$ cat src/hdl/ps2md_pkg.sv
// Shared types, constants and codes for the PS/2 mouse packet decoder.
// No dependencies; every other file imports this package.
package ps2md_pkg;

    // Cursor coordinate width. The screen limits clamp to 1..2**COORD_BITS.
    localparam int COORD_BITS = 12;

    // Configuration port
    localparam int CFG_W     = 13;
    localparam int CFG_IDX_W = 2;
    localparam logic [CFG_IDX_W-1:0] REG_FORMAT = 2'd0;
    localparam logic [CFG_IDX_W-1:0] REG_WIDTH  = 2'd1;
    localparam logic [CFG_IDX_W-1:0] REG_HEIGHT = 2'd2;

    localparam logic [CFG_W-1:0] RESET_WIDTH  = 13'd1024;
    localparam logic [CFG_W-1:0] RESET_HEIGHT = 13'd768;

    // Clamp arithmetic widths
    localparam int LIM_W     = COORD_BITS + 1;
    localparam int LIM_CMP_W = (CFG_W > LIM_W) ? CFG_W : LIM_W;
    localparam int SUM_W     = COORD_BITS + 2;

    // Stream widths
    localparam int IN_TDATA_W  = 8;
    localparam int OUT_BITS    = 2 * COORD_BITS + 38;
    localparam int OUT_TDATA_W = ((OUT_BITS + 7) / 8) * 8;

    // Queue between front and back
    localparam int Q_DEPTH = 2;
    localparam int Q_PTR_W = (Q_DEPTH > 1) ? $clog2(Q_DEPTH) : 1;
    localparam int Q_CNT_W = $clog2(Q_DEPTH + 1);

    typedef enum logic [1:0] {
        FMT_STD   = 2'd0,
        FMT_WHEEL = 2'd1,
        FMT_FIVE  = 2'd2,
        FMT_NONE  = 2'd3
    } fmt_t;

    // Wheel step encodings (2-bit two's complement)
    localparam logic [1:0] WHEEL_ZERO = 2'b00;
    localparam logic [1:0] WHEEL_POS  = 2'b01;
    localparam logic [1:0] WHEEL_NEG  = 2'b11;

    // First-byte check: bit 3 set, overflow bits clear
    localparam logic [7:0] HDR_MASK  = 8'hC8;
    localparam logic [7:0] HDR_MATCH = 8'h08;

    // Five-button format, low nibble of the fourth byte
    localparam logic [3:0] NIB_NONE  = 4'h0;
    localparam logic [3:0] NIB_UP    = 4'h1;
    localparam logic [3:0] NIB_DOWN  = 4'hF;
    localparam logic [3:0] NIB_RIGHT = 4'h2;
    localparam logic [3:0] NIB_LEFT  = 4'hE;

    // One classified packet, front to back
    typedef struct packed {
        logic signed [8:0] move_x;
        logic signed [9:0] move_y;     // already negated
        logic [2:0]        low_btn;    // left, middle, right
        logic [1:0]        high_btn;   // fourth, fifth
        logic              keep_high;  // keep stored fourth/fifth state
        logic [1:0]        wheel_v;
        logic [1:0]        wheel_h;
    } pkt_t;

endpackage

$ cat src/hdl/ps2md_front.sv
// Byte assembler: checks the first byte, gathers 3- or 4-byte packets and
// classifies them into pkt_t records. Depends on ps2md_pkg.
module ps2md_front
    import ps2md_pkg::*;
(
    input  logic aclk,
    input  logic aresetn,
    input  logic accept,
    input  logic [7:0] data_byte,
    input  fmt_t fmt,
    output logic push,
    output pkt_t rec
);

    logic [1:0] count_reg, count_next;
    logic [7:0] b0_reg, b0_next;
    logic [7:0] b1_reg, b1_next;
    logic [7:0] b2_reg, b2_next;

    logic [7:0] src2;
    logic [9:0] my_raw;

    always_ff @(posedge aclk) begin
        if (!aresetn) begin
            count_reg <= 2'd0;
        end else begin
            count_reg <= count_next;
        end
        b0_reg <= b0_next;
        b1_reg <= b1_next;
        b2_reg <= b2_next;
    end

    always_comb begin
        count_next = count_reg;
        b0_next    = b0_reg;
        b1_next    = b1_reg;
        b2_next    = b2_reg;
        push       = 1'b0;

        // In the standard format the third byte comes straight off the input.
        src2   = (fmt == FMT_STD) ? data_byte : b2_reg;
        my_raw = {b0_reg[5], b0_reg[5], src2};

        rec.move_x    = {b0_reg[4], b1_reg};
        rec.move_y    = ~my_raw + 10'd1;
        rec.low_btn   = {b0_reg[1], b0_reg[2], b0_reg[0]};
        rec.high_btn  = 2'b00;
        rec.keep_high = 1'b1;
        rec.wheel_v   = WHEEL_ZERO;
        rec.wheel_h   = WHEEL_ZERO;

        if (accept) begin
            if (fmt == FMT_NONE) begin
                count_next = 2'd0;
            end else begin
                case (count_reg)
                    2'd0: begin
                        if ((data_byte & HDR_MASK) == HDR_MATCH) begin
                            b0_next    = data_byte;
                            count_next = 2'd1;
                        end
                    end
                    2'd1: begin
                        b1_next    = data_byte;
                        count_next = 2'd2;
                    end
                    default: begin
                        if (fmt == FMT_STD) begin
                            b2_next    = data_byte;
                            count_next = 2'd0;
                            push       = 1'b1;
                        end else if (count_reg == 2'd2) begin
                            b2_next    = data_byte;
                            count_next = 2'd3;
                        end else begin
                            count_next = 2'd0;
                            if (fmt == FMT_WHEEL) begin
                                push = 1'b1;
                                if (data_byte != 8'd0) begin
                                    rec.wheel_v = data_byte[7] ? WHEEL_NEG : WHEEL_POS;
                                end
                            end else if (data_byte[7:6] == 2'b00) begin
                                rec.keep_high = 1'b0;
                                rec.high_btn  = {data_byte[5], data_byte[4]};
                                case (data_byte[3:0])
                                    NIB_NONE:  push = 1'b1;
                                    NIB_UP: begin
                                        push        = 1'b1;
                                        rec.wheel_v = WHEEL_POS;
                                    end
                                    NIB_DOWN: begin
                                        push        = 1'b1;
                                        rec.wheel_v = WHEEL_NEG;
                                    end
                                    NIB_RIGHT: begin
                                        push        = 1'b1;
                                        rec.wheel_h = WHEEL_POS;
                                    end
                                    NIB_LEFT: begin
                                        push        = 1'b1;
                                        rec.wheel_h = WHEEL_NEG;
                                    end
                                    default: push = 1'b0;
                                endcase
                            end
                        end
                    end
                endcase
            end
        end
    end

endmodule

$ cat src/hdl/ps2md_queue.sv
// Short FIFO of classified packets between the front and back halves.
// Depends on ps2md_pkg.
module ps2md_queue
    import ps2md_pkg::*;
(
    input  logic aclk,
    input  logic aresetn,
    input  logic push,
    input  pkt_t push_data,
    output logic full,
    input  logic pop,
    output logic not_empty,
    output pkt_t pop_data
);

    pkt_t               mem_reg [Q_DEPTH];
    logic [Q_PTR_W-1:0] wr_ptr_reg, wr_ptr_next;
    logic [Q_PTR_W-1:0] rd_ptr_reg, rd_ptr_next;
    logic [Q_CNT_W-1:0] count_reg, count_next;

    assign full      = (count_reg == Q_CNT_W'(Q_DEPTH));
    assign not_empty = (count_reg != '0);
    assign pop_data  = mem_reg[rd_ptr_reg];

    always_comb begin
        wr_ptr_next = wr_ptr_reg;
        rd_ptr_next = rd_ptr_reg;
        count_next  = count_reg;
        if (push) begin
            wr_ptr_next = (wr_ptr_reg == Q_PTR_W'(Q_DEPTH - 1)) ? '0 : wr_ptr_reg + 1'b1;
        end
        if (pop) begin
            rd_ptr_next = (rd_ptr_reg == Q_PTR_W'(Q_DEPTH - 1)) ? '0 : rd_ptr_reg + 1'b1;
        end
        case ({push, pop})
            2'b10:   count_next = count_reg + 1'b1;
            2'b01:   count_next = count_reg - 1'b1;
            default: count_next = count_reg;
        endcase
    end

    always_ff @(posedge aclk) begin
        if (!aresetn) begin
            wr_ptr_reg <= '0;
            rd_ptr_reg <= '0;
            count_reg  <= '0;
        end else begin
            wr_ptr_reg <= wr_ptr_next;
            rd_ptr_reg <= rd_ptr_next;
            count_reg  <= count_next;
        end
        if (push) begin
            mem_reg[wr_ptr_reg] <= push_data;
        end
    end

    a_no_overflow: assert property (@(posedge aclk) disable iff (!aresetn)
        push |-> (!full || pop))
        else $error("queue written while full");

    a_no_underflow: assert property (@(posedge aclk) disable iff (!aresetn)
        pop |-> not_empty)
        else $error("queue read while empty");

    a_count_bound: assert property (@(posedge aclk) disable iff (!aresetn)
        count_reg <= Q_CNT_W'(Q_DEPTH))
        else $error("queue count out of range");

endmodule

$ cat src/hdl/ps2md_back.sv
// Packet executor: updates button and cursor state per packet and holds the
// result beat in an output register. Depends on ps2md_pkg.
module ps2md_back
    import ps2md_pkg::*;
(
    input  logic aclk,
    input  logic aresetn,
    input  logic [CFG_W-1:0] screen_width,
    input  logic [CFG_W-1:0] screen_height,
    input  logic q_valid,
    input  pkt_t q_data,
    output logic q_pop,
    output logic m_tvalid,
    input  logic m_tready,
    output logic [OUT_TDATA_W-1:0] m_tdata
);

    localparam logic [COORD_BITS-1:0] RESET_X = COORD_BITS'(RESET_WIDTH >> 1);
    localparam logic [COORD_BITS-1:0] RESET_Y = COORD_BITS'(RESET_HEIGHT >> 1);

    function automatic logic [LIM_W-1:0] eff_limit(input logic [CFG_W-1:0] r);
        logic [LIM_CMP_W-1:0] rx;
        rx = LIM_CMP_W'(r);
        if (rx == '0) begin
            return LIM_W'(1);
        end else if (rx > (LIM_CMP_W'(1) << COORD_BITS)) begin
            return LIM_W'(1) << COORD_BITS;
        end else begin
            return rx[LIM_W-1:0];
        end
    endfunction

    function automatic logic [COORD_BITS-1:0] clamp(input logic [COORD_BITS-1:0] pos,
                                                     input logic signed [9:0] mv,
                                                     input logic [LIM_W-1:0] lim);
        logic signed [SUM_W-1:0] v;
        logic signed [SUM_W-1:0] slim;
        v    = $signed({2'b00, pos}) + SUM_W'(mv);
        slim = $signed({1'b0, lim});
        if (v < 0) begin
            return '0;
        end else if (v >= slim) begin
            return COORD_BITS'(lim - 1'b1);
        end else begin
            return v[COORD_BITS-1:0];
        end
    endfunction

    logic                  m_tvalid_reg;
    logic [4:0]            held_reg;
    logic [COORD_BITS-1:0] pos_x_reg, pos_y_reg;

    logic [COORD_BITS-1:0] cx_reg, cy_reg;
    logic [8:0]            mx_reg;
    logic [9:0]            my_reg;
    logic [4:0]            o_held_reg, o_press_reg, o_rel_reg;
    logic [1:0]            wv_reg, wh_reg;

    logic [4:0]            held_next;
    logic [COORD_BITS-1:0] pos_x_next, pos_y_next;

    assign q_pop = q_valid && (!m_tvalid_reg || m_tready);

    always_comb begin
        held_next[2:0] = q_data.low_btn;
        held_next[4:3] = q_data.keep_high ? held_reg[4:3] : q_data.high_btn;
        pos_x_next = clamp(pos_x_reg, 10'(q_data.move_x), eff_limit(screen_width));
        pos_y_next = clamp(pos_y_reg, q_data.move_y, eff_limit(screen_height));
    end

    always_ff @(posedge aclk) begin
        if (!aresetn) begin
            m_tvalid_reg <= 1'b0;
            held_reg     <= '0;
            pos_x_reg    <= RESET_X;
            pos_y_reg    <= RESET_Y;
        end else begin
            if (q_pop) begin
                m_tvalid_reg <= 1'b1;
                held_reg     <= held_next;
                pos_x_reg    <= pos_x_next;
                pos_y_reg    <= pos_y_next;
            end else if (m_tready) begin
                m_tvalid_reg <= 1'b0;
            end
        end
        if (q_pop) begin
            cx_reg      <= pos_x_next;
            cy_reg      <= pos_y_next;
            mx_reg      <= q_data.move_x;
            my_reg      <= q_data.move_y;
            o_held_reg  <= held_next;
            o_press_reg <= held_next & ~held_reg;
            o_rel_reg   <= held_reg & ~held_next;
            wv_reg      <= q_data.wheel_v;
            wh_reg      <= q_data.wheel_h;
        end
    end

    assign m_tvalid = m_tvalid_reg;
    assign m_tdata  = OUT_TDATA_W'({wh_reg, wv_reg, o_rel_reg, o_press_reg, o_held_reg,
                                    my_reg, mx_reg, cy_reg, cx_reg});

    a_press_release_disjoint: assert property (@(posedge aclk) disable iff (!aresetn)
        m_tvalid_reg |-> ((o_press_reg & o_rel_reg) == 5'd0))
        else $error("button both pressed and released");

    a_held_tracks_output: assert property (@(posedge aclk) disable iff (!aresetn)
        m_tvalid_reg |-> (o_held_reg == held_reg))
        else $error("held state differs from last result");

    a_pressed_are_held: assert property (@(posedge aclk) disable iff (!aresetn)
        m_tvalid_reg |-> ((o_press_reg & ~o_held_reg) == 5'd0))
        else $error("pressed button not held");

endmodule

$ cat src/hdl/ps2_mouse_packet_decoder.sv
// Top level of the PS/2 mouse packet decoder: configuration registers and
// the front / queue / back chain. Depends on ps2md_pkg and the ps2md_* modules.
//
// Usage:
//  - s_ channel: one PS/2 byte per beat in s_tdata[7:0]. Packets are 3 bytes
//    (format 0) or 4 bytes (formats 1 and 2). Bad first bytes are skipped.
//  - m_ channel: one beat per decoded packet carrying cursor position, move,
//    button held/pressed/released flags and wheel steps. Dropped packets and
//    format 3 give no beat.
//  - cfg_: write enable, register index and data; writes take effect at the
//    next edge. Change them only while no packet is in flight.
//  - Throughput: one byte per cycle while s_tready is high. The front assembler
//    takes a byte every cycle unless the queue is full; the back unit retires one
//    packet per cycle while m_ is not stalled (one add and clamp compare per axis).
//  - Path: the last byte of a packet writes its record into the queue; the back
//    unit then pops it and registers the result beat shown on m_.
//  - Stall: while m_tready is low the result stays in the output register;
//    the two-entry queue absorbs further packets, and s_tready drops only
//    when the queue is full.
//  - Reset (synchronous, aresetn low): format 0, 1024 x 768 screen, cursor at
//    screen center, no buttons held, queue and output empty.
module ps2_mouse_packet_decoder
    import ps2md_pkg::*;
(
    input  logic aclk,
    input  logic aresetn,

    input  logic                   cfg_wr_en,
    input  logic [CFG_IDX_W-1:0]   cfg_index,
    input  logic [CFG_W-1:0]       cfg_data,

    input  logic                   s_tvalid,
    output logic                   s_tready,
    input  logic [IN_TDATA_W-1:0]  s_tdata,   // [7:0] data_byte

    output logic                   m_tvalid,
    input  logic                   m_tready,
    // from bit 0 up: cursor_x, cursor_y, move_x, move_y, buttons_held,
    // buttons_pressed, buttons_released, wheel_vertical, wheel_horizontal, zero pad
    output logic [OUT_TDATA_W-1:0] m_tdata
);

    fmt_t             format_reg;
    logic [CFG_W-1:0] width_reg;
    logic [CFG_W-1:0] height_reg;

    logic s_accept;
    logic push;
    pkt_t push_rec;
    logic q_full;
    logic q_pop;
    logic q_valid;
    pkt_t q_rec;

    // Configuration registers; index 3 is ignored.
    always_ff @(posedge aclk) begin
        if (!aresetn) begin
            format_reg <= FMT_STD;
            width_reg  <= RESET_WIDTH;
            height_reg <= RESET_HEIGHT;
        end else if (cfg_wr_en) begin
            case (cfg_index)
                REG_FORMAT: format_reg <= fmt_t'(cfg_data[1:0]);
                REG_WIDTH:  width_reg  <= cfg_data;
                REG_HEIGHT: height_reg <= cfg_data;
                default: ;
            endcase
        end
    end

    // Only a completing byte pushes, but gating every byte on queue space
    // keeps the front simple and costs nothing at the input rate.
    assign s_tready = !q_full;
    assign s_accept = s_tvalid && s_tready;

    ps2md_front u_front (
        .aclk      (aclk),
        .aresetn   (aresetn),
        .accept    (s_accept),
        .data_byte (s_tdata[7:0]),
        .fmt       (format_reg),
        .push      (push),
        .rec       (push_rec)
    );

    ps2md_queue u_queue (
        .aclk      (aclk),
        .aresetn   (aresetn),
        .push      (push),
        .push_data (push_rec),
        .full      (q_full),
        .pop       (q_pop),
        .not_empty (q_valid),
        .pop_data  (q_rec)
    );

    ps2md_back u_back (
        .aclk          (aclk),
        .aresetn       (aresetn),
        .screen_width  (width_reg),
        .screen_height (height_reg),
        .q_valid       (q_valid),
        .q_data        (q_rec),
        .q_pop         (q_pop),
        .m_tvalid      (m_tvalid),
        .m_tready      (m_tready),
        .m_tdata       (m_tdata)
    );

endmodule

$ cat config.mk
export PLATFORM = sky130hd
export DESIGN_NAME = ps2_mouse_packet_decoder
export DESIGN_NICKNAME = d
export VERILOG_FILES = /design/src/hdl/ps2md_pkg.sv /design/src/hdl/ps2md_front.sv /design/src/hdl/ps2md_queue.sv /design/src/hdl/ps2md_back.sv /design/src/hdl/ps2_mouse_packet_decoder.sv
export SDC_FILE = /design/constraint.sdc
export NUM_CORES = 1
export LEC_CHECK = 0
export BUFFER_PORTS_ARGS = -buffer_cell sky130_fd_sc_hd__clkbuf_2
export CAP_MARGIN = 20
export CORE_UTILIZATION = 57
export DETAILED_ROUTE_END_ITERATION = 12
export PLACE_DENSITY = 0.77
export SETUP_SLACK_MARGIN = 0.05
export SYNTH_ARGS = -nofsm -noshare
export SYNTH_HDL_FRONTEND = slang
export SYNTH_SLANG_ARGS = --single-unit
$ cat constraint.sdc
create_clock -name aclk -period 7.8 [get_ports aclk]
set_input_delay 1.56 -clock aclk [delete_from_list [all_inputs] [get_ports aclk]]
set_output_delay 1.56 -clock aclk [all_outputs]
set_load 0.1 [all_outputs]
# --- Word-level counts from Yosys, hierarchy flattened ---
# Memories as Yosys holds them, arrays and structs flattened. A register that Yosys moved wholly into a read port is not among the register bits.
# Index checks and enable logic that the tools add are counted.
totals:
  n_memories: 1
  mem_bits_rw: 58
  output_inout_bits: 66
  in_bits: 28
  register_bits: 148
  mem_bits_ro: 0
  wordCells: 134
  latchBits: 0
classes:
  mul: 0
  reduce_logical: 26
  order_cmp: 6
  n_shift: 0
  mux: 47
  n_bitwise: 7
  div_mod_pow: 0
  add_sub_neg: 9
  eq_ne: 15
mem_list:
  columns: ["memory", "words", "word_bits", "read_ports", "rd_ports_with_merged_regs", "wr", "line_no", "rtl"]
  rows:
  - ["u_queue.mem_reg", 2, 29, 1, 1, 1, "ps2md_queue.sv:16", "pkt_t mem_reg [Q_DEPTH];"]
op_table:
  columns: ["op", "n"]
  rows:
  - ["13-bit 2-to-1 mux", 4]
  - ["12-bit 2-to-1 mux", 4]
  - ["7-bit 2-to-1 mux", 6]
  - ["14-bit greater-or-equal comparator", 2]
  - ["14-bit by 1-bit less-than comparator with 1-bit output, second input constant", 2]
  - ["13-bit > comparator, second input constant", 2]
  - ["13-bit zero test", 2]
  - ["8-bit 2-to-1 mux", 3]
  - ["12-bit by 1-bit subtractor with 12-bit output, second input constant", 2]
  - ["2-bit 2-to-1 mux", 9]
  - ["1-bit 2-to-1 mux", 16]
  - ["2-bit case mux with 2 select lines", 4]
  - ["13-bit by 10-bit adder with 14-bit output", 1]
  - ["13-bit by 9-bit adder with 14-bit output", 1]
  - ["10-bit by 1-bit adder with 10-bit output, second input constant", 1]
  - ["5-bit AND", 2]
  - ["2-bit == test, second input constant", 5]
  - ["10-bit inverter", 1]
  - ["5-bit inverter", 2]
  - ["2-bit by 1-bit == test with 1-bit output, second input constant", 4]
  - ["4-bit == test, second input constant", 2]
  - ["2-bit zero test", 4]
  - ["2-bit AND reduction", 4]
  - ["4-bit AND reduction", 2]
  - ["other kinds (18)", 25]

# --- Depth between registers and ports, before layout ---
# Gate-level depths: netlist of the first run.
logic_depth:
  ltp_word: 12
  mapped_depth: 19

# --- Hierarchy ---
# A second synthesis of the first run with hierarchy kept.
hier_totals:
  hier_cells: 901
  hier_area_um2: 10333.7
modules_own_cells:
  columns: ["mod", "area_per_inst_um2", "cells_per_inst", "instances", "seq_area_each_um2"]
  rows:
  - ["ps2md_back", 5575.3, 554, 1, 2462.4]
  - ["ps2md_queue", 2304.7, 112, 1, 1841.8]
  - ["ps2md_front", 1337.5, 120, 1, 670.6]
  - ["ps2_mouse_packet_decoder", 1116.1, 115, 1, 560.5]

# --- Worst setup path after synthesis of the first run ---
# No wires, ideal clock.
synth_path:
  kind: "register -> register"
  from: "register (tool-made name)"
  to: "register u_back.cx_reg[11], data pin"
  path_stages_with_launch: 19
  period_less_slack_ps: 4953
  arrival_ps: 4683
  slack_ps: 2847
  setup_ps: 269
  path_cell_list: "dfxtp_1 clkbuf_1 clkbuf_1 clkbuf_1 mux2_2 ha_1 fa_1 a21oi_1 o21ai_0 o221a_2 o21bai_1 o311ai_0 ha_1 a2111oi_0 inv_1 o32ai_1 a21oi_1 nor3b_1 nor3_1"
synth_rtl:
  columns: ["item", "line_no", "rtl"]
  rows:
  - ["to (signal assigned)", "ps2md_back.sv:88", "cx_reg <= pos_x_next;"]
  - ["to (decl)", "ps2md_back.sv:53", "logic [COORD_BITS-1:0] cx_reg, cy_reg;"]

==> impl_metrics.yaml, run 1 <==
outcome:
  status: "finished clean"
critical_path:
  critPathKind: "flip-flop to flip-flop"
  crit_slowest_cell: "dfxtp_1"
  required_ns: 8.02
  critPathArrivalTime_ns: 5.52
  worstPathCellList: "buf_4, mux2_2, ha_1, fa_1, a21oi_1, o21ai_0, o221a_2, o21bai_1, o311ai_0, ha_1, a2111oi_0, inv_1, o32ai_1, a21oi_1, buf_4, nor3b_1, nor3_1"
  worstSetupStartpointType: "flip-flop"
  crit_family: "compound AO/OA/AOI/OAI gates"
  r2r-end: "u_back.cx_reg[11]"
  cp_max_fo: 22
  cp_slowest_stage_delay_ns: 0.57
  crit_end: "u_back.cx_reg[11]"
  crit_path_end_kind: "flip-flop"
  r2r_setup_slack_ns: 2.50
  critPathBufInv: 3
  r2r_cells: 17
  cp.depth: 17
place:
  routabilityCongestion: 0.894
  dp_hpwl_mm: 15.6
  place_ws_ns: 2.54
  numPortBuffers: 91
  dp_cells: 1240
  post_dp_cell_area_um2: 10900
clock_network:
  clock_latency_ns: 0.53
  clockBufferDepth: 3
  cts.sinks: 206
  cts_resized: 0
  htree_levels: 1
  hold_buffers: 0
  cts_root_buffer: "clkbuf_16"
  cts_setup_buffers: 0
  cts_tree: "yes"
  cts.clk_slew.worst_paths_ns: 0.06
  cts_made_buffers: 22
global_routing:
  grt_max_degree: 72
  antenna_found_initial: 0
  grt_first_pass_wirelength_mm: 35.4
  grt_pass1_vias: 6922
  grt_usage_pct: 24.7
  grt_overflow: 0
timing:
  slew_violations: 0
  setup_viol_count_final: 0
  grt_setup_unrepaired: "no"
  hold_viol: 0
  fin_skew_ns: 0.0222
  finalCritPeriodShare_pct: 68.0
  timing.fmax_mhz: 189
  slew_headroom_pct: 28.1
  tightest_slew_ns: 1.07
  layout_setup_ws_ns: 2.50
  fin_setup_tns_ns: 0
  fin_crit_ns: 5.30
drt:
  remaining_drc_errors: 0
  wl_per_cell_um: 17.5
  drt-initial-drc-count: 522
  vias: 7381
  antenna_left: 0
  via_per_inst: 5.77
  wl_mm: 22.4
  dr.pass1.iters: 5
final_layout:
  fill_cells: 1370
  drive_above_1_share_pct: 16.1
  n_antenna_cell: 0
  layout.cells.non_filler: 1280
  final_cell_area_um2: 11600
  nets: 1126
  area_delta_synth_final_pct: 13.8
  largest_register_ffs: 58
worst_hold_path:
  hp-class: "flip-flop to flip-flop"
  hold_depth: 0
pwr:
  power.density_nw_per_um2: 398
  p_leak_uw: 0.00448
  peakVddDrop_uv: 357
  finalPower_uw: 4630
floorplanning:
  rows: 48
  core_um2: 17400
  dieArea_um2: 18500
  die_h_um: 136
  start_util_pct: 58.7
  ios: 94
  die_x_um: 136
yosys:
  yosys.area.top_type: "edfxtp_1"
  synth_top_cells_by_area: "edfxtp_1 (41%), dfxtp_1 (13%), ha_1 (6.9%)"
  async_flop_share_pct: 0
  synthFlopType: "edfxtp_1"
  synthTopCellsByCount: "edfxtp_1 (141), nand2_1 (124), nor2_1 (78), a21oi_1 (68), dfxtp_1 (65)"
  yosysUniqueCellTypes: 68
  syn_avg_cell_area_um2: 10.8
  syn-instance-count: 948
  synth_most_common_cell: "edfxtp_1"
  syn-cell-area_um2: 10200
  synth.top_cell.area_share_pct: 41.4
  synth_seq_cells: 206
  yosysWarnings: 0
  ys_seq_area_share_pct: 54.2
  synth_edf_count: 141
job:
  max_cap_violations: 0
[worst min path at each step]
| stage | from | end | slack, ns |
|---|---|---|---|
| 2_1_floorplan | u_front.b1_reg[0] | u_queue.mem_reg[0][20] | 0.42 |
| 3_3_place_gp | u_front.b1_reg[2] | u_queue.mem_reg[1][22] | 0.42 |
| 3_5_place_dp | u_front.b0_reg[2] | u_queue.mem_reg[0][8] | 0.43 |
| 4_1_cts | u_front.b1_reg[3] | u_queue.mem_reg[0][23] | 0.45 |
| 5_1_grt | u_front.b1_reg[5] | u_queue.mem_reg[0][25] | 0.46 |
| 6_report | u_front.b1_reg[1] | u_queue.mem_reg[1][21] | 0.45 |
[per-stage QoR]
step	util (%)	hold slack (ns)
6_report	66.8	0.448
5_1_grt	66.8	0.457
4_1_cts	66.7	0.449
3_5_place_dp	62.4	0.432
3_3_place_gp	62.4	0.423
2_1_floorplan	-	0.421
[layout make-up]
| cell class | count | area, um^2 | area share (%) |
|---|---|---|---|
| tap | 225 | 282 | 2.42 |
| sequential | 206 | 5540 | 47.6 |
| clock inverter | 13 | 166 | 1.43 |
| multi-input combinational | 676 | 4410 | 37.9 |
| timing repair buffer | 100 | 520 | 4.48 |
| inverter | 34 | 128 | 1.10 |
| clock buffer | 26 | 586 | 5.03 |
[worst register-to-register path: cells and delay by family, from the launching register on]
family | cells | cell delay [ns]
compound gates | 8 | 2.07
fa+ha+maj | 3 | 0.89
buf+inv | 3 | 0.74
flops | 1 | 0.57
mux | 1 | 0.40
simple gates | 2 | 0.33
[cell usage in the layout (no fill, tap or decap), drive strengths merged, types with 25 or more instances in the layout]
| cell | synthesis | routed |
|---|---|---|
| edfxtp | 141 | 141 |
| nand2 | 124 | 124 |
| clkbuf | 27 | 117 |
| nor2 | 78 | 78 |
| a21oi | 68 | 68 |
| dfxtp | 65 | 65 |
| ha | 56 | 56 |
| o21ai | 45 | 45 |
| mux2i | 36 | 36 |
| nor3 | 34 | 34 |
| inv | 33 | 33 |
| xnor2 | 25 | 25 |
[power by group]
| group | internal [uW] | leakage [uW] | switching [uW] |
|---|---|---|---|
| Clock | 639 | 0.000362 | 430 |
| Combinational | 462 | 0.00230 | 1600 |
| Sequential | 1400 | 0.00182 | 93.7 |
[logic make-up (layout without fill, tap and decap cells)]
logic type | Yosys count | after routing | synth area share (%)
xor+xnor | 34 | 34 | 2.91
simple gates | 317 | 317 | 14.2
compound gates | 206 | 206 | 12.7
fa+ha+maj | 58 | 58 | 7.25
mux | 59 | 59 | 6.06
flops | 206 | 206 | 54.2
buf+inv | 67 | 173 | 2.73
other cells | 1 | 2 | 0.0367
[routing by layer]
layer,GRT usage (%),part of all wire [%],up-vias
met4,8.70,2.6,0
met3,3.58,4.9,35
met2,40.4,47,206
li1,-,-,3676
met5,0,0,-
met1,33.8,46,3464
Note: power is estimated with default switching activity, not from simulation.
==> run 2: changes to the inputs <==
--- a/config.mk
+++ b/config.mk
@@ -7,9 +7,9 @@
 export LEC_CHECK = 0
 export BUFFER_PORTS_ARGS = -buffer_cell sky130_fd_sc_hd__clkbuf_2
 export CAP_MARGIN = 20
-export CORE_UTILIZATION = 57
+export CORE_UTILIZATION = 54
 export DETAILED_ROUTE_END_ITERATION = 12
-export PLACE_DENSITY = 0.77
+export PLACE_DENSITY = 0.76
 export SETUP_SLACK_MARGIN = 0.05
 export SYNTH_ARGS = -nofsm -noshare
 export SYNTH_HDL_FRONTEND = slang
==> constraint.sdc (replaced) <==
create_clock -name aclk -period 4.7 [get_ports aclk]
set_input_delay 0.94 -clock aclk [delete_from_list [all_inputs] [get_ports aclk]]
set_output_delay 0.94 -clock aclk [all_outputs]
set_load 0.1 [all_outputs]
==> run 2 against run 1 <==
Worst setup slack got worse by 2.2 ns; sequential cell count unchanged; hold slack got worse by 0.0021 ns; power increased by 64%; first-iteration DRC count increased by 15%; critical path depth decreased by 2; count of clock-buffer cells in the layout increased by 2; cell count increased by 0.94%; fmax increased by 22%; critical endpoint is now u_back.cx_reg[6]; largest cell class unchanged.
==> impl_metrics.yaml, run 2 (synthesis results as in run 1) <==
outcome:
  status: "finished clean"
drt:
  vias: 7550
  wl_per_cell_um: 17.5
  remaining_drc_errors: 0
  drt-initial-drc-count: 601
  wl_mm: 22.6
  antenna_left: 0
  dr.pass1.iters: 6
  via_per_inst: 5.84
clock_network:
  cts.clk_slew.worst_paths_ns: 0.06
  htree_levels: 1
  cts_made_buffers: 21
  clockBufferDepth: 3
  clock_latency_ns: 0.49
  cts_setup_buffers: 0
  cts.sinks: 206
  hold_buffers: 0
  cts_root_buffer: "clkbuf_16"
  cts_tree: "yes"
final_layout:
  largest_register_ffs: 58
  area_delta_synth_final_pct: 14.2
  drive_above_1_share_pct: 17.4
  final_cell_area_um2: 11700
  layout_commonest_cell: "edfxtp_1"
  n_antenna_cell: 0
  nets: 1134
  layout_common_cells: "edfxtp_1 (141), nand2_1 (124), clkbuf_2 (91), nor2_1 (76), a21oi_1 (65)"
floorplanning:
  die_x_um: 140
  rows: 49
  start_util_pct: 55.9
  ios: 94
  dieArea_um2: 19500
  die_h_um: 140
  core_um2: 18300
timing:
  finalCritPeriodShare_pct: 92.9
  slew_violations: 0
  fin_setup_tns_ns: 0
  timing.fmax_mhz: 229
  slew_headroom_pct: 29.4
  holdWs_ns: 0.446
  tightest_slew_ns: 1.06
  setup_viol_count_final: 0
  grt_setup_unrepaired: "no"
  fin_skew_ns: 0.00800
  hold_viol: 0
  fin_crit_ns: 4.36
critical_path:
  r2r_setup_slack_ns: 0.34
  cp.depth: 15
  cp_slowest_stage_delay_ns: 0.55
  crit_path_frequent_cell: "nor2_1"
  critPathArrivalTime_ns: 4.59
  crit_family: "simple AND/OR/NAND/NOR gates"
  worstPathCellList: "buf_12, mux2_2, ha_1, a21oi_2, and2_1, a21oi_1, or3_1, and2_1, ha_1, a211oi_1, nor2_1, nor2_1, a21oi_2, mux2i_1, nor2_1"
  worstSetupStartpointType: "flip-flop"
  cp_max_fo: 15
  crit_slowest_cell: "a21oi_2"
  r2r_cells: 15
  required_ns: 4.93
  critPathBufInv: 1
  crit_path_end_kind: "flip-flop"
  critPathKind: "flip-flop to flip-flop"
job:
  max_cap_violations: 0
pwr:
  p_leak_uw: 0.00449
  peakVddDrop_uv: 486
  power.density_nw_per_um2: 650
global_routing:
  grt_overflow: 0
  grt_max_degree: 48
  antenna_found_initial: 0
  grt_first_pass_wirelength_mm: 36.2
  grt_pass1_vias: 7115
  grt_usage_pct: 23.3
place:
  post_dp_cell_area_um2: 11000
  numPortBuffers: 91
  dp_hpwl_mm: 16.3
  routabilityCongestion: 0.991
worst_hold_path:
  hp-class: "flip-flop to flip-flop"
  hold_depth: 0
run 2: changes by cell type in the layout (fill, tap and decap cells not counted), sizes merged:
| cell | change |
|---|---|
| bufinv | -2 |
| buf | +8 |
| clkinvlp | -1 |
| inv | +1 |
| clkinv | -1 |
| clkbuf | +3 |
run 2: final cells by class:
cell class                      count  area [um^2]
Clock buffer                       28          562
Clock inverter                     10         82.6
Fill cell                        1470         6600
Inverter                           34          128
Multi-Input combinational cell    676         4460
Sequential cell                   206         5540
Tap cell                          229          287
Timing Repair Buffer              109          611
run 2: where the power goes:
group	internal [uW]	switching, uW
sequential	2330	154
combinational	826	2710
clock	899	662
run 2: worst paths after layout:
check	from	endpoint
min reg2reg	u_front.b0_reg[4]	u_queue.mem_reg[0][28]
max	flip-flop	u_back.cx_reg[6]
max reg2reg	flip-flop	u_back.cx_reg[6]
min	u_front.b0_reg[4]	u_queue.mem_reg[0][28]
run 2: per-stage QoR:
step	util (%)	total power, uW	cells	setup WS [ns]
CTS	63.5	7550	1291	0.0483
global placement	60.0	5940	1253	0.197
finish	63.9	7580	1292	0.336
global route	63.9	7930	1292	0.0811
detailed placement	60.0	5980	1253	0.0188
floorplan	-	5330	949	0.0732
run 2: timing repair:
action | CTS | global route
setup endpoints to repair | 10 | 47
pin swaps | 0 | 1
resized for setup | 1 | 14
run 2: layer usage:
layer / GRT usage (%) / up-vias / wire (um)
met3: 3.13 / 37 / 1220
met1: 30.9 / 3584 / 9930
met2: 40.3 / 233 / 11000
met4: 6.48 / 0 / 476
li1: - / 3696 / -
met5: 0 / - / 0
==> run 3: changes to the inputs <==
--- a/config.mk
+++ b/config.mk
@@ -13,4 +13,5 @@
 export SETUP_SLACK_MARGIN = 0.05
 export SYNTH_ARGS = -nofsm -noshare
 export SYNTH_HDL_FRONTEND = slang
+export SYNTH_HIERARCHICAL = 1
 export SYNTH_SLANG_ARGS = --single-unit
==> run 3 against run 2 <==
First-iteration DRC count is 14% lower; sequential cell count stayed put; global-route usage is 1.7 points lower; register-to-register slack worse by 0.04 ns; fmax is 0.95% lower; synthesized cell count is 5.0% lower; critical path depth is 1 higher; sequential share of layout area is 0.42 points lower; power is 2.5% higher; core utilization is 0.92 points lower; critical endpoint is now u_back/cx_reg[6]; largest power group unchanged.
==> impl_metrics.yaml, run 3 <==
clock_network:
  cts_tree: "yes"
  cts_root_buffer: "clkbuf_16"
  cts_made_buffers: 22
  htree_levels: 1
  cts.sinks: 206
  cts.clk_slew.worst_paths_ns: 0.06
  clock_latency_ns: 0.51
  clockBufferDepth: 3
drt:
  dr.pass1.iters: 5
  wl_mm: 21.4
  antenna_left: 0
  drt-initial-drc-count: 516
  remaining_drc_errors: 0
  vias: 7096
  wl_per_cell_um: 17.2
  via_per_inst: 5.69
outcome:
  status: "finished clean"
timing:
  grt_setup_unrepaired: "yes"
  hold_viol: 0
  tightest_slew_ns: 0.868
  fin_setup_tns_ns: 0
  slew_violations: 0
  slew_headroom_pct: 42.1
  setup_viol_count_final: 0
  fin_skew_ns: 0.0199
  timing.fmax_mhz: 227
  fin_crit_ns: 4.41
  finalCritPeriodShare_pct: 93.7
critical_path:
  critPathKind: "flip-flop to flip-flop"
  cp_max_fo: 12
  worstSetupStartpointType: "flip-flop"
  worstPathCellList: "buf_12, mux2_2, ha_1, fa_1, a21o_1, a31oi_1, a21oi_1, nor4_1, nor4_4, ha_1, a211o_1, a211oi_1, o31a_1, a21bo_2, o21ai_0, nor2_1"
  r2r_cells: 16
  crit_slowest_cell: "nor4_1"
  critPathBufInv: 1
  crit_family: "compound AO/OA/AOI/OAI gates"
  critPathArrivalTime_ns: 4.65
  r2r_setup_slack_ns: 0.29
  required_ns: 4.94
  cp_slowest_stage_delay_ns: 0.41
  r2r-end: "u_back/cx_reg[6]"
  crit_path_end_kind: "flip-flop"
  crit_path_frequent_cell: "ha_1"
yosys:
  yosysWarnings: 6
  synthFlopType: "edfxtp_1"
  syn-cell-area_um2: 10300
  synthTopCellsByCount: "edfxtp_1 (141), nand2_1 (124), dfxtp_1 (65), ha_1 (56), nor2_1 (54)"
  synth_seq_cells: 206
  synth_top_cells_by_area: "edfxtp_1 (41%), dfxtp_1 (13%), ha_1 (6.8%)"
  yosys.area.top_type: "edfxtp_1"
  yosysUniqueCellTypes: 72
  synth_most_common_cell: "edfxtp_1"
  syn-instance-count: 901
  ys_seq_area_share_pct: 53.6
  syn_avg_cell_area_um2: 11.5
  async_flop_share_pct: 0
  synth.top_cell.area_share_pct: 41.0
  synth_edf_count: 141
place:
  numPortBuffers: 91
  post_dp_cell_area_um2: 11000
  routabilityCongestion: 0.893
  dp_hpwl_mm: 15.1
global_routing:
  grt_max_degree: 48
  antenna_found_initial: 0
  grt_usage_pct: 21.7
  grt_pass1_vias: 6538
  grt_overflow: 0
  grt_first_pass_wirelength_mm: 33.8
job:
  max_cap_violations: 0
pwr:
  p_leak_uw: 0.00465
  power.density_nw_per_um2: 660
  peakVddDrop_uv: 571
final_layout:
  final_cell_area_um2: 11800
  layout_commonest_cell: "edfxtp_1"
  drive_above_1_share_pct: 19.2
  n_antenna_cell: 0
  fill_cells: 1460
  ff_latch_area_um2: 5540
  multi_input_area_um2: 4550
  largest_register_ffs: 58
  nets: 1084
  layout_common_cells: "edfxtp_1 (141), nand2_1 (124), clkbuf_2 (91), dfxtp_1 (64), ha_1 (56)"
  area_delta_synth_final_pct: 13.9
floorplanning:
  rows: 50
  die_h_um: 140
  die_x_um: 140
  start_util_pct: 55.2
  core_um2: 18700
  ios: 94
  dieArea_um2: 19700
worst_hold_path:
  hold_depth: 0
  min_from: "u_front/b0_reg[0]"
  hold_path_end: "u_queue/mem_reg[1][7]"
  hp-class: "flip-flop to flip-flop"
==> run 3: cell types whose count changed after synthesis, sizes merged, moves of 8 or more <==
cell	before	now
a21oi	68	25
buf	5	21
clkbuf	27	15
mux2	23	33
mux2i	36	46
nand3	15	7
nor2	78	55
nor2b	6	14
nor3	34	16
xor2	9	23
==> run 3: what timing repair did <==
action,4_1_cts,5_1_grt
setup endpoints to repair,1,48
cloned,0,1
buffers inserted,0,1
hold buffers,0,0
gates resized for setup,1,15
pin swaps,0,2
==> run 3: cell type report <==
type                    count  area share (%)
clock buffers              29            4.98
well taps                 234            2.49
clock inverters            11           0.957
repair buffers            107            5.03
inverters                  28           0.893
multi-input cells         633            38.6
flip-flops and latches    206            47.0
==> run 3: worst max-delay path by stage <==
stage / start / endpoint / cells after the start
detailed placement: flip-flop / u_back/cx_reg[8] / 17
finish: flip-flop / u_back/cx_reg[6] / 16
global route: flip-flop / u_back/pos_x_reg[11] / 16
floorplan: flip-flop / u_back/cy_reg[10] / 18
CTS: flip-flop / u_back/pos_y_reg[9] / 16
global placement: flip-flop / u_back/cx_reg[8] / 17
==> run 3: cell families after synthesis <==
logic type      Yosys count  share of synthesized area [%]
simple gates            273                           12.6
flops                   206                           53.6
compound gates          170                           11.3
mux                      79                           8.05
buf+inv                  64                           2.99
fa+ha+maj                59                           7.26
xor+xnor                 49                           4.15
other cells               1                         0.0363
==> run 3: layer usage <==
| layer | share of wire (%) | vias to the layer above | track usage (%) |
|---|---|---|---|
| met1 | 45 | 3364 | 30.3 |
| met4 | 2.0 | 0 | 6.36 |
| met2 | 47 | 216 | 34.9 |
| met3 | 5.9 | 38 | 3.32 |
| li1 | - | 3478 | - |
| met5 | 0 | - | 0 |
==> run 3: through the flow <==
stage	hold WS [ns]	util, %	power, uW	worst slack, ns	std cells
floorplan	0.421	-	5420	0.229	902
global placement	0.424	58.9	6000	0.169	1206
detailed placement	0.431	58.9	6040	0.0909	1206
CTS	0.446	62.6	7730	0.124	1246
global route	0.453	62.9	8140	0.0430	1248
finish	0.447	62.9	7770	0.294	1248
==> run 3: where the power goes <==
part,total [uW],leakage (uW),internal (uW),switching [uW]
sequential,2490,0.00179,2330,152
combinational,3630,0.00252,923,2710
clock,1660,0.000336,989,666
total,7770,0.00465,4250,3520
